===== src/rtl/wplt_pkg.sv =====
// Package for the waypoint path length and time block: widths, speeds, states and control.
package wplt_pkg;

	// Default coordinate width, signed Q.8 metres.
	localparam int COORD_WIDTH_DEF = 24;

	// Widths of the result fields.
	localparam int DIST_W  = 25;
	localparam int TIME_W  = 20;
	localparam int SUM_W   = 40;
	localparam int SEL_W   = 2;
	localparam int SPEED_W = 8;

	// Cruise speed in metres per second for each aircraft select code.
	function automatic logic [SPEED_W-1:0] speed_of(input logic [SEL_W-1:0] sel);
		logic [SPEED_W-1:0] s;
		case (sel)
			2'd0:    s = 8'd188;
			2'd1:    s = 8'd39;
			2'd2:    s = 8'd250;
			2'd3:    s = 8'd57;
			default: s = 8'd188;
		endcase
		return s;
	endfunction

	// Sequencer states.
	typedef enum logic [3:0] {
		ST_IDLE,
		ST_SQ_X,
		ST_SQ_Y,
		ST_ADD,
		ST_ROOT,
		ST_DIV,
		ST_ACC_D,
		ST_ACC_T,
		ST_EMIT
	} state_t;

	// Control decoded from the state.
	typedef struct packed {
		logic in_stall;
		logic mul_y;
		logic sub_div;
		logic acc_time;
		logic emit;
	} ctl_t;

endpackage


===== src/rtl/waypoint_path_length_time.sv =====
// Top level: waypoint leg length, leg time and saturating path totals.
//
// Channel  Direction  Handshake             Beat contents
// in       input      in_valid / in_stall   x_coord, y_coord, new_path
// out      output     out_valid / out_stall leg_distance, leg_time, total_distance, total_time
// cfg      input      cfg_write             cfg_data (aircraft select)
//
// A first point or a new-path point is only recorded and gives no result.
// A leg runs two squares on one multiplier, one add, a radix-2 square root and a
// restoring divide by the speed, both one bit per cycle on one shared subtractor,
// then two saturating adds on one adder.
// The output register is separate, so a new beat is taken while a result waits.
// Reset clears the sequencer, the previous point, the totals and the speed select.
module waypoint_path_length_time #(
	parameter int COORD_WIDTH = wplt_pkg::COORD_WIDTH_DEF
) (
	input  logic                             clk,
	input  logic                             arst_n,
	input  logic                             in_valid,
	output logic                             in_stall,
	input  logic signed [COORD_WIDTH-1:0]    x_coord,
	input  logic signed [COORD_WIDTH-1:0]    y_coord,
	input  logic                             new_path,
	output logic                             out_valid,
	input  logic                             out_stall,
	output logic [wplt_pkg::DIST_W-1:0]      leg_distance,
	output logic [wplt_pkg::TIME_W-1:0]      leg_time,
	output logic [wplt_pkg::SUM_W-1:0]       total_distance,
	output logic [wplt_pkg::SUM_W-1:0]       total_time,
	input  logic                             cfg_write,
	input  logic [wplt_pkg::SEL_W-1:0]       cfg_data
);
	import wplt_pkg::*;

	// Root width covers the largest leg; the radicand holds two root widths.
	localparam int RW    = COORD_WIDTH + 1;
	localparam int RAD_W = 2 * RW;
	localparam int SUB_W = RW + 2;
	localparam int CNT_W = $clog2(RW);

	state_t state_q, state_d;
	ctl_t   ctl;

	logic [SEL_W-1:0]              sel_q;
	logic signed [COORD_WIDTH-1:0] prev_x_q, prev_y_q;
	logic                          have_point_q;
	logic [RW-1:0]                 mag_x_q, mag_y_q;
	logic [RAD_W-1:0]              rad_q, sq_q;
	logic [SUB_W-1:0]              rem_q;
	logic [RW-1:0]                 root_q, dist_q;
	logic [CNT_W-1:0]              cnt_q;
	logic [SUM_W-1:0]              dist_sum_q, time_sum_q;
	logic                          out_valid_q;
	logic [DIST_W-1:0]             leg_distance_q;
	logic [TIME_W-1:0]             leg_time_q;
	logic [SUM_W-1:0]              total_distance_q, total_time_q;

	logic                          in_fire, leg_start, last_iter, out_free;
	logic signed [RW-1:0]          dx, dy;
	logic [RW-1:0]                 mul_a;
	logic [RAD_W-1:0]              product;
	logic [SUB_W-1:0]              sub_a, sub_b;
	logic [SUB_W:0]                diff;
	logic                          fits;
	logic [SUB_W-1:0]              sub_res;
	logic [SUM_W-1:0]              acc_a;
	logic [SUM_W:0]                acc_sum;
	logic [SUM_W-1:0]              acc_sat;
	logic [63:0]                   dist_ext, time_ext;

	// Handshake and sequencing conditions.
	assign in_fire   = in_valid && !ctl.in_stall;
	assign leg_start = in_fire && have_point_q && !new_path;
	assign last_iter = (cnt_q == '0);
	assign out_free  = !out_valid_q || !out_stall;

	// Next state.
	always_comb begin
		state_d = state_q;
		case (state_q)
			ST_IDLE:  if (leg_start) state_d = ST_SQ_X;
			ST_SQ_X:  state_d = ST_SQ_Y;
			ST_SQ_Y:  state_d = ST_ADD;
			ST_ADD:   state_d = ST_ROOT;
			ST_ROOT:  if (last_iter) state_d = ST_DIV;
			ST_DIV:   if (last_iter) state_d = ST_ACC_D;
			ST_ACC_D: state_d = ST_ACC_T;
			ST_ACC_T: state_d = ST_EMIT;
			ST_EMIT:  if (out_free) state_d = ST_IDLE;
			default:  state_d = ST_IDLE;
		endcase
	end

	// Control outputs of the sequencer.
	always_comb begin
		ctl          = '0;
		ctl.in_stall = (state_q != ST_IDLE);
		ctl.mul_y    = (state_q == ST_SQ_Y);
		ctl.sub_div  = (state_q == ST_DIV);
		ctl.acc_time = (state_q == ST_ACC_T);
		ctl.emit     = (state_q == ST_EMIT) && out_free;
	end

	// Coordinate differences, one bit wider than the coordinates.
	assign dx = RW'(x_coord) - RW'(prev_x_q);
	assign dy = RW'(y_coord) - RW'(prev_y_q);

	// Shared multiplier, squares one magnitude per cycle.
	assign mul_a   = ctl.mul_y ? mag_y_q : mag_x_q;
	assign product = RAD_W'(mul_a) * RAD_W'(mul_a);

	// Shared subtractor: square root trial or divide step.
	always_comb begin
		if (ctl.sub_div) begin
			sub_a = SUB_W'({rem_q[SPEED_W-1:0], root_q[RW-1]});
			sub_b = SUB_W'(speed_of(sel_q));
		end else begin
			sub_a = {rem_q[RW-1:0], rad_q[RAD_W-1 -: 2]};
			sub_b = {root_q, 2'b01};
		end
		diff    = {1'b0, sub_a} - {1'b0, sub_b};
		fits    = !diff[SUB_W];
		sub_res = fits ? diff[SUB_W-1:0] : sub_a;
	end

	// Shared saturating adder for both totals.
	always_comb begin
		if (ctl.acc_time) begin
			acc_a   = time_sum_q;
			acc_sum = {1'b0, acc_a} + (SUM_W+1)'(root_q);
		end else begin
			acc_a   = dist_sum_q;
			acc_sum = {1'b0, acc_a} + (SUM_W+1)'(dist_q);
		end
		acc_sat = acc_sum[SUM_W] ? '1 : acc_sum[SUM_W-1:0];
	end

	assign dist_ext = 64'(dist_q);
	assign time_ext = 64'(root_q);

	// Control registers.
	always_ff @(posedge clk or negedge arst_n) begin
		if (!arst_n) begin
			state_q      <= ST_IDLE;
			sel_q        <= '0;
			prev_x_q     <= '0;
			prev_y_q     <= '0;
			have_point_q <= 1'b0;
			dist_sum_q   <= '0;
			time_sum_q   <= '0;
			cnt_q        <= '0;
			out_valid_q  <= 1'b0;
		end else begin
			state_q <= state_d;
			if (cfg_write) begin
				sel_q <= cfg_data;
			end
			if (in_fire) begin
				prev_x_q     <= x_coord;
				prev_y_q     <= y_coord;
				have_point_q <= 1'b1;
				if (new_path) begin
					dist_sum_q <= '0;
					time_sum_q <= '0;
				end
			end
			if (state_q == ST_ADD || (state_q == ST_ROOT && last_iter)) begin
				cnt_q <= CNT_W'(RW - 1);
			end else if (state_q == ST_ROOT || state_q == ST_DIV) begin
				cnt_q <= cnt_q - 1'b1;
			end
			if (state_q == ST_ACC_D) begin
				dist_sum_q <= acc_sat;
			end
			if (ctl.acc_time) begin
				time_sum_q <= acc_sat;
			end
			if (ctl.emit) begin
				out_valid_q <= 1'b1;
			end else if (!out_stall) begin
				out_valid_q <= 1'b0;
			end
		end
	end

	// Datapath registers.
	always_ff @(posedge clk) begin
		if (leg_start) begin
			mag_x_q <= dx[RW-1] ? RW'(-dx) : RW'(dx);
			mag_y_q <= dy[RW-1] ? RW'(-dy) : RW'(dy);
		end
		case (state_q)
			ST_SQ_X: rad_q <= product;
			ST_SQ_Y: sq_q  <= product;
			ST_ADD: begin
				rad_q  <= rad_q + sq_q;
				rem_q  <= '0;
				root_q <= '0;
			end
			ST_ROOT: begin
				rad_q  <= {rad_q[RAD_W-3:0], 2'b00};
				root_q <= {root_q[RW-2:0], fits};
				if (last_iter) begin
					dist_q <= {root_q[RW-2:0], fits};
					rem_q  <= '0;
				end else begin
					rem_q <= sub_res;
				end
			end
			ST_DIV: begin
				rem_q  <= SUB_W'(sub_res[SPEED_W-1:0]);
				root_q <= {root_q[RW-2:0], fits};
			end
			default: begin
			end
		endcase
		if (ctl.emit) begin
			leg_distance_q   <= dist_ext[DIST_W-1:0];
			leg_time_q       <= time_ext[TIME_W-1:0];
			total_distance_q <= dist_sum_q;
			total_time_q     <= time_sum_q;
		end
	end

	assign in_stall       = ctl.in_stall;
	assign out_valid      = out_valid_q;
	assign leg_distance   = leg_distance_q;
	assign leg_time       = leg_time_q;
	assign total_distance = total_distance_q;
	assign total_time     = total_time_q;

endmodule


===== config.mk =====
export PLATFORM = sky130hd
export DESIGN_NAME = waypoint_path_length_time
export DESIGN_NICKNAME = d
export VERILOG_FILES = /design/src/rtl/wplt_pkg.sv /design/src/rtl/waypoint_path_length_time.sv
export SDC_FILE = /design/constraint.sdc
export NUM_CORES = 2
export LEC_CHECK = 0
export ABC_CLOCK_PERIOD_IN_PS = 11050
export BUFFER_PORTS_ARGS = -buffer_cell sky130_fd_sc_hd__buf_2
export CAP_MARGIN = 5
export CORE_ASPECT_RATIO = 0.75
export CORE_UTILIZATION = 45
export CTS_BUF_LIST = sky130_fd_sc_hd__clkbuf_4 sky130_fd_sc_hd__clkbuf_8 sky130_fd_sc_hd__clkbuf_16
export CTS_CLUSTER_DIAMETER = 120
export DETAILED_ROUTE_END_ITERATION = 10
export RECOVER_POWER = 50
export SYNTH_ARGS = -nofsm -noshare
export SYNTH_HDL_FRONTEND = slang
export SYNTH_SLANG_ARGS = --single-unit

===== constraint.sdc =====
create_clock -name clk -period 11.05 [get_ports clk]
set_input_delay 2.7625 -clock clk [delete_from_list [all_inputs] [get_ports clk]]
set_output_delay 2.7625 -clock clk [all_outputs]
set_load 0.02 [all_outputs]

* Word-level counts from Yosys, hierarchy flattened *
Cells that the tools add are included.
W data, S select, Z words.

word-level totals
  bits in registers = 491
  bits in latches = 0
  bits in writable memories = 0
  bits in read-only memories = 0
  input port bits = 56
  output and inout port bits = 127
  memories kept = 0

operators by class
  $add $sub $neg = 9
  $mul = 1
  divide/modulo/power cells = 0
  order comparisons = 0
  eq/ne operators = 16
  shift operators = 0
  muxes and demuxes = 26
  bitwise logic cells = 0
  reduce and logical (&&, ||, !) cells = 30

operator list
  kind                  number
  $mux W40              5
  $pmux W50 S3          1
  $add A40 B25 Y41      2
  $mux W25              3
  $pmux W25 S3          1
  $mux W27              2
  $add A50 B50 Y50      1
  $mul A25 B25 Y50      1
  $neg A25 Y25          2
  $pmux W25 S2          1
  $sub A24 B24 Y25      2
  $mux W24              2
  $mux W41              1
  $pmux W4 S9           1
  $pmux W8 S4           1
  $sub A27 B27 Y28      1
  $eq A4 B3 Y1 const B  4
  $mux W4               4
  $reduce_bool A2 Y1    6
  $mux W5               2
  $eq A4 B2 Y1 const B  2
  $ne A2 B2 Y1 const B  3
  $reduce_and A2 Y1     3
  $reduce_bool A3 Y1    2
  16 further kinds      29

* Logic depth before layout (Yosys ltp) *
  depth after elaboration = 7
  gate-level depth with buffers = 34
  mapped depth without buffers = 31

* Worst setup path before layout *
No wires, ideal clock.

  kind = input to register
  from = input out_stall
  to = register leg_distance_q[0], in the netlist leg_distance[0] (enable)
  arrival time = 8.802 ns
  required time = 10.400 ns
  path slack = 1.598 ns
  stages on the path = 1
  buffers on the path = 0
  cell sequence = a21oi_1

between the ends
  cells in the longest elaborated chain, start to end = 3

ends and longest elaborated chain
  element               RTL line                          source
  start, declared       waypoint_path_length_time.sv:25   input logic out_stall,
  $logic_not A1 Y1      n/a
  $logic_or A1 B1 Y1    waypoint_path_length_time.sv:75   assign out_free = !out_valid_q || !out_stall;
  $logic_and A1 B1 Y1   waypoint_path_length_time.sv:101  ctl.emit = (state_q == ST_EMIT) && out_free;
  end signal, assigned  waypoint_path_length_time.sv:218  leg_distance_q <= dist_ext[DIST_W-1:0];
  end, declared         waypoint_path_length_time.sv:54   logic [DIST_W-1:0] leg_distance_q;

No other way between the ends.
A chain may end at the register's enable or synchronous reset.

* Final worst setup path *
  from = register state_q[0]
  to = register rad_q[40] (data pin)

between the ends
  cells in the longest elaborated chain, start to end = 4
  elaborated cells between the ends (all ways) = 7
  those cells by class = 1 x mul; 4 x eq/ne; 2 x mux

ends and longest elaborated chain
  element                 RTL line                          source
  start, declared         waypoint_path_length_time.sv:41   state_t state_q, state_d;
  start signal, assigned  waypoint_path_length_time.sv:154  state_q <= state_d;
  $eq A4 B2 Y1            waypoint_path_length_time.sv:98   ctl.mul_y = (state_q == ST_SQ_Y);
  $mux W25                waypoint_path_length_time.sv:109  assign mul_a = ctl.mul_y ? mag_y_q : mag_x_q;
  $mul A25 B25 Y50        waypoint_path_length_time.sv:110  assign product = RAD_W'(mul_a) * RAD_W'(mul_a);
  net product[40]         waypoint_path_length_time.sv:61   logic [RAD_W-1:0] product;
  $pmux W50 S3            waypoint_path_length_time.sv:192  case (state_q)
  end signal, assigned    waypoint_path_length_time.sv:193  ST_SQ_X: rad_q <= product;
  end signal, assigned    waypoint_path_length_time.sv:196  rad_q <= rad_q + sq_q;
  end signal, assigned    waypoint_path_length_time.sv:201  rad_q <= {rad_q[RAD_W-3:0], 2'b00};
  end, declared           waypoint_path_length_time.sv:48   logic [RAD_W-1:0] rad_q, sq_q;

The timed path passes the listed nets, and every way through them passes these cells.

==> reports/results.ini <==
[placed_design]
gp_congestion = 0.928
io_buffers = 182
dp.cells = 6259
dpl.hpwl_um = 101000

[worst_setup_path]
crit_type = reg2reg
worstPathMaxFanout = 30
rrSetupSlack_ns = 0.90
crit_path_frequent_cell = fa_1
cp-end-kind = flip-flop
arrival_ns = 10.51
required_ns = 11.42
crit_path_top_delay_cell = clkinv_1
slowest_delay_ns = 0.63
setup.worst_path.start = state_q[0]$_DFFE_PN0P_
critical_path.startpoint_type = flip-flop
crit-reg2reg-launch = state_q[0]$_DFFE_PN0P_

[floorplanning]
die_height_um = 280
fp.coreArea_um2 = 102000
initial_core_util_pct = 45.7
die_w_um = 373
boundaryPins = 183
rows = 101
dieArea_um2 = 105000

[global_route]
grt_max_degree = 95
grt_usage_pct = 24.5
grt_pass1_vias = 34000
gr-total-overflow = 0
grt_pass1_wl_um = 200000
antenna_found_initial = 4

[detailed_routing]
detail-route-antenna-nets = 0
via_per_inst = 5.50
drc = 0
routed_wl_um = 128000
drt-initial-drc-count = 3176
wire_per_inst_um = 20.2
drtPass1Iterations = 5
vias = 34900

[layout]
stdcell_count = 6355
antennaDiodeCount = 0
layout-drive-gt1-share_pct = 7.60
area_growth_pct = 8.84
num-nets-final = 5860

[clock_tree]
cts_root_buffer = clkbuf_16
cts_tree = built
cts.path.max_buffers = 3
cts_setup_buffers = 0
cts.sinks = 490
clk_pin_slew_ns = 0.07
numCtsBuffers = 52
h-tree-depth = 2
postCtsHoldBufs = 0
clkLatencyLatePin_ns = 0.63
post_cts_resized = 0

[yosys]
syn_avg_cell_area_um2 = 9.57
yosys.area_share.simple_pct = 12.8
netlist_area_um2 = 46500
syn-instance-count = 4857
synth-compound-area-share_pct = 13.9
ys_seq_area_share_pct = 30.1
synthAdderAreaFrac_pct = 30.0
synth-edff-count = 349
synth_xor_area_share_pct = 4.37
synth-seq-cells = 490
yosysWarningCount = 0
yosysUniqueCellTypes = 95
synth_top_family_by_area = adder cells
async_flop_share_pct = 28.8
synthMuxAreaShare_pct = 0.878
ys.flop_type = edfxtp_1

[timing]
skew_ns = 0.0387
timing.hold.ws_ns = 0.457
finalCriticalPeriod_ns = 10.15
relSlewSlack_pct = -166
rsz0062_at_grt = false
finalSetupTns_ns = 0
timing.final.crit_share_pct = 91.8
clock.fmax_mhz = 98.6
worst_pin_slew_ns = 3.99
drv_slew = 381
hold_violations = 0
setup_viol = 0

[status]
status = finished with violations
violations = max-capacitance violations, max-slew violations

[min_path]
hp-class = reg2reg
hp-start = have_point_q$_DFFE_PN0P_

[job]
max_cap_violations = 8

cell families after synthesis:
group | after synthesis
other cells | 1
xor+xnor | 232
simple gates | 1286
flops | 490
fa+ha+maj | 830
compound gates | 995
mux | 39
buf+inv | 984
state kept, by name, summed over array words and instances, names as in the netlist, 25 cells and up:
register        cells
mag_y_q            25
dist_sum_q         40
rad_q              50
mag_x_q            25
total_time         40
dist_q             25
leg_distance       25
root_q             25
time_sum_q         40
total_distance     40
rem_q              25
sq_q               49
cell type report:
cell class	count	area, µm²
Clock buffer	60	1370
Clock inverter	36	445
Fill cell	9491	51100
Inverter	823	3090
Multi-Input combinational cell	3384	28800
Sequential cell	490	14000
Tap cell	1339	1680
Timing Repair Buffer	223	1180
cell usage in the layout, fill, tap and decap left out, drive strengths merged, types with 13 or more instances in the layout:
master	count
a211o	13
a22oi	35
nor3	59
mux2	14
fa	471
nand3	80
a21o	133
dfrtp	141
mux2i	25
or3	34
buf	209
a31oi	30
xor2	90
xnor2	142
and2	72
nand4	41
o211ai	15
nor2	335
nand2	501
a211oi	31
a21oi	245
o21a	36
and3	46
o21bai	32
inv	821
nor4	14
nor2b	31
nand2b	19
a221o	21
o31ai	17
ha	359
o21ai	275
clkbuf	74
edfxtp	349
clkinv	25
metrics by stage:
stage               instance area, µm²  setup WS, ns  util [%]
floorplan                        46500          1.60         -
global placement                 48800          1.27      48.0
detailed placement               48800          1.11      48.0
CTS                              50600          1.04      49.8
global route                     50600         0.294      49.7
finish                           50600         0.905      49.7
Yosys cell counts (46+ instances only):
cell type / number / share of area (%)
fa_1: 471 / 20
ha_1: 359 / 9.7
xnor2_1: 142 / 2.7
xor2_1: 90 / 1.7
o21ai_0: 272 / 2.9
and2_1: 70 / 0.94
a21oi_1: 243 / 2.6
nand3_1: 80 / 0.86
clkbuf_1: 137 / 1.1
edfxtp_1: 349 / 23
dfrtp_1: 141 / 7.6
inv_1: 814 / 6.6
a21o_1: 130 / 2.1
and3_1: 46 / 0.62
nor3_1: 59 / 0.64
nand2_1: 501 / 4.0
nor2_1: 335 / 2.7
final timing paths:
check,cells past startpoint,end
max reg2reg,30,rad_q[40]$_DFFE_PP_
min reg2reg,1,have_point_q$_DFFE_PN0P_
min in group asynchronous,1,prev_y_q[16]$_DFFE_PN0P_
max in group asynchronous,2,prev_y_q[14]$_DFFE_PN0P_
max,30,rad_q[40]$_DFFE_PP_
min,1,have_point_q$_DFFE_PN0P_
worst max-delay path, delay by kind of cell (launching register included):
family                   cells  cell delay [ns]
XOR/XNOR                     1             0.19
flip-flops                   1             0.52
AND/OR/NAND/NOR              4             0.87
multiplexers                 1             0.51
buffers and inverters        8             1.49
AO/OA/AOI/OAI                8             2.36
adder cells (fa/ha/maj)      8             3.89
per-layer routing:
| layer | routed length (µm) | share of wire, % | track usage, % | vias up |
|---|---|---|---|---|
| met5 | 24 | 0.019 | 0 | - |
| met4 | 3150 | 2.5 | 5.90 | 4 |
| met3 | 11200 | 8.7 | 5.73 | 161 |
| met2 | 52000 | 41 | 34.5 | 1143 |
| met1 | 62000 | 48 | 37.6 | 17100 |
| li1 | - | - | - | 16500 |
Power is not shown: default switching activity piles up to over one toggle a cycle in this logic, so the estimate is an artifact.
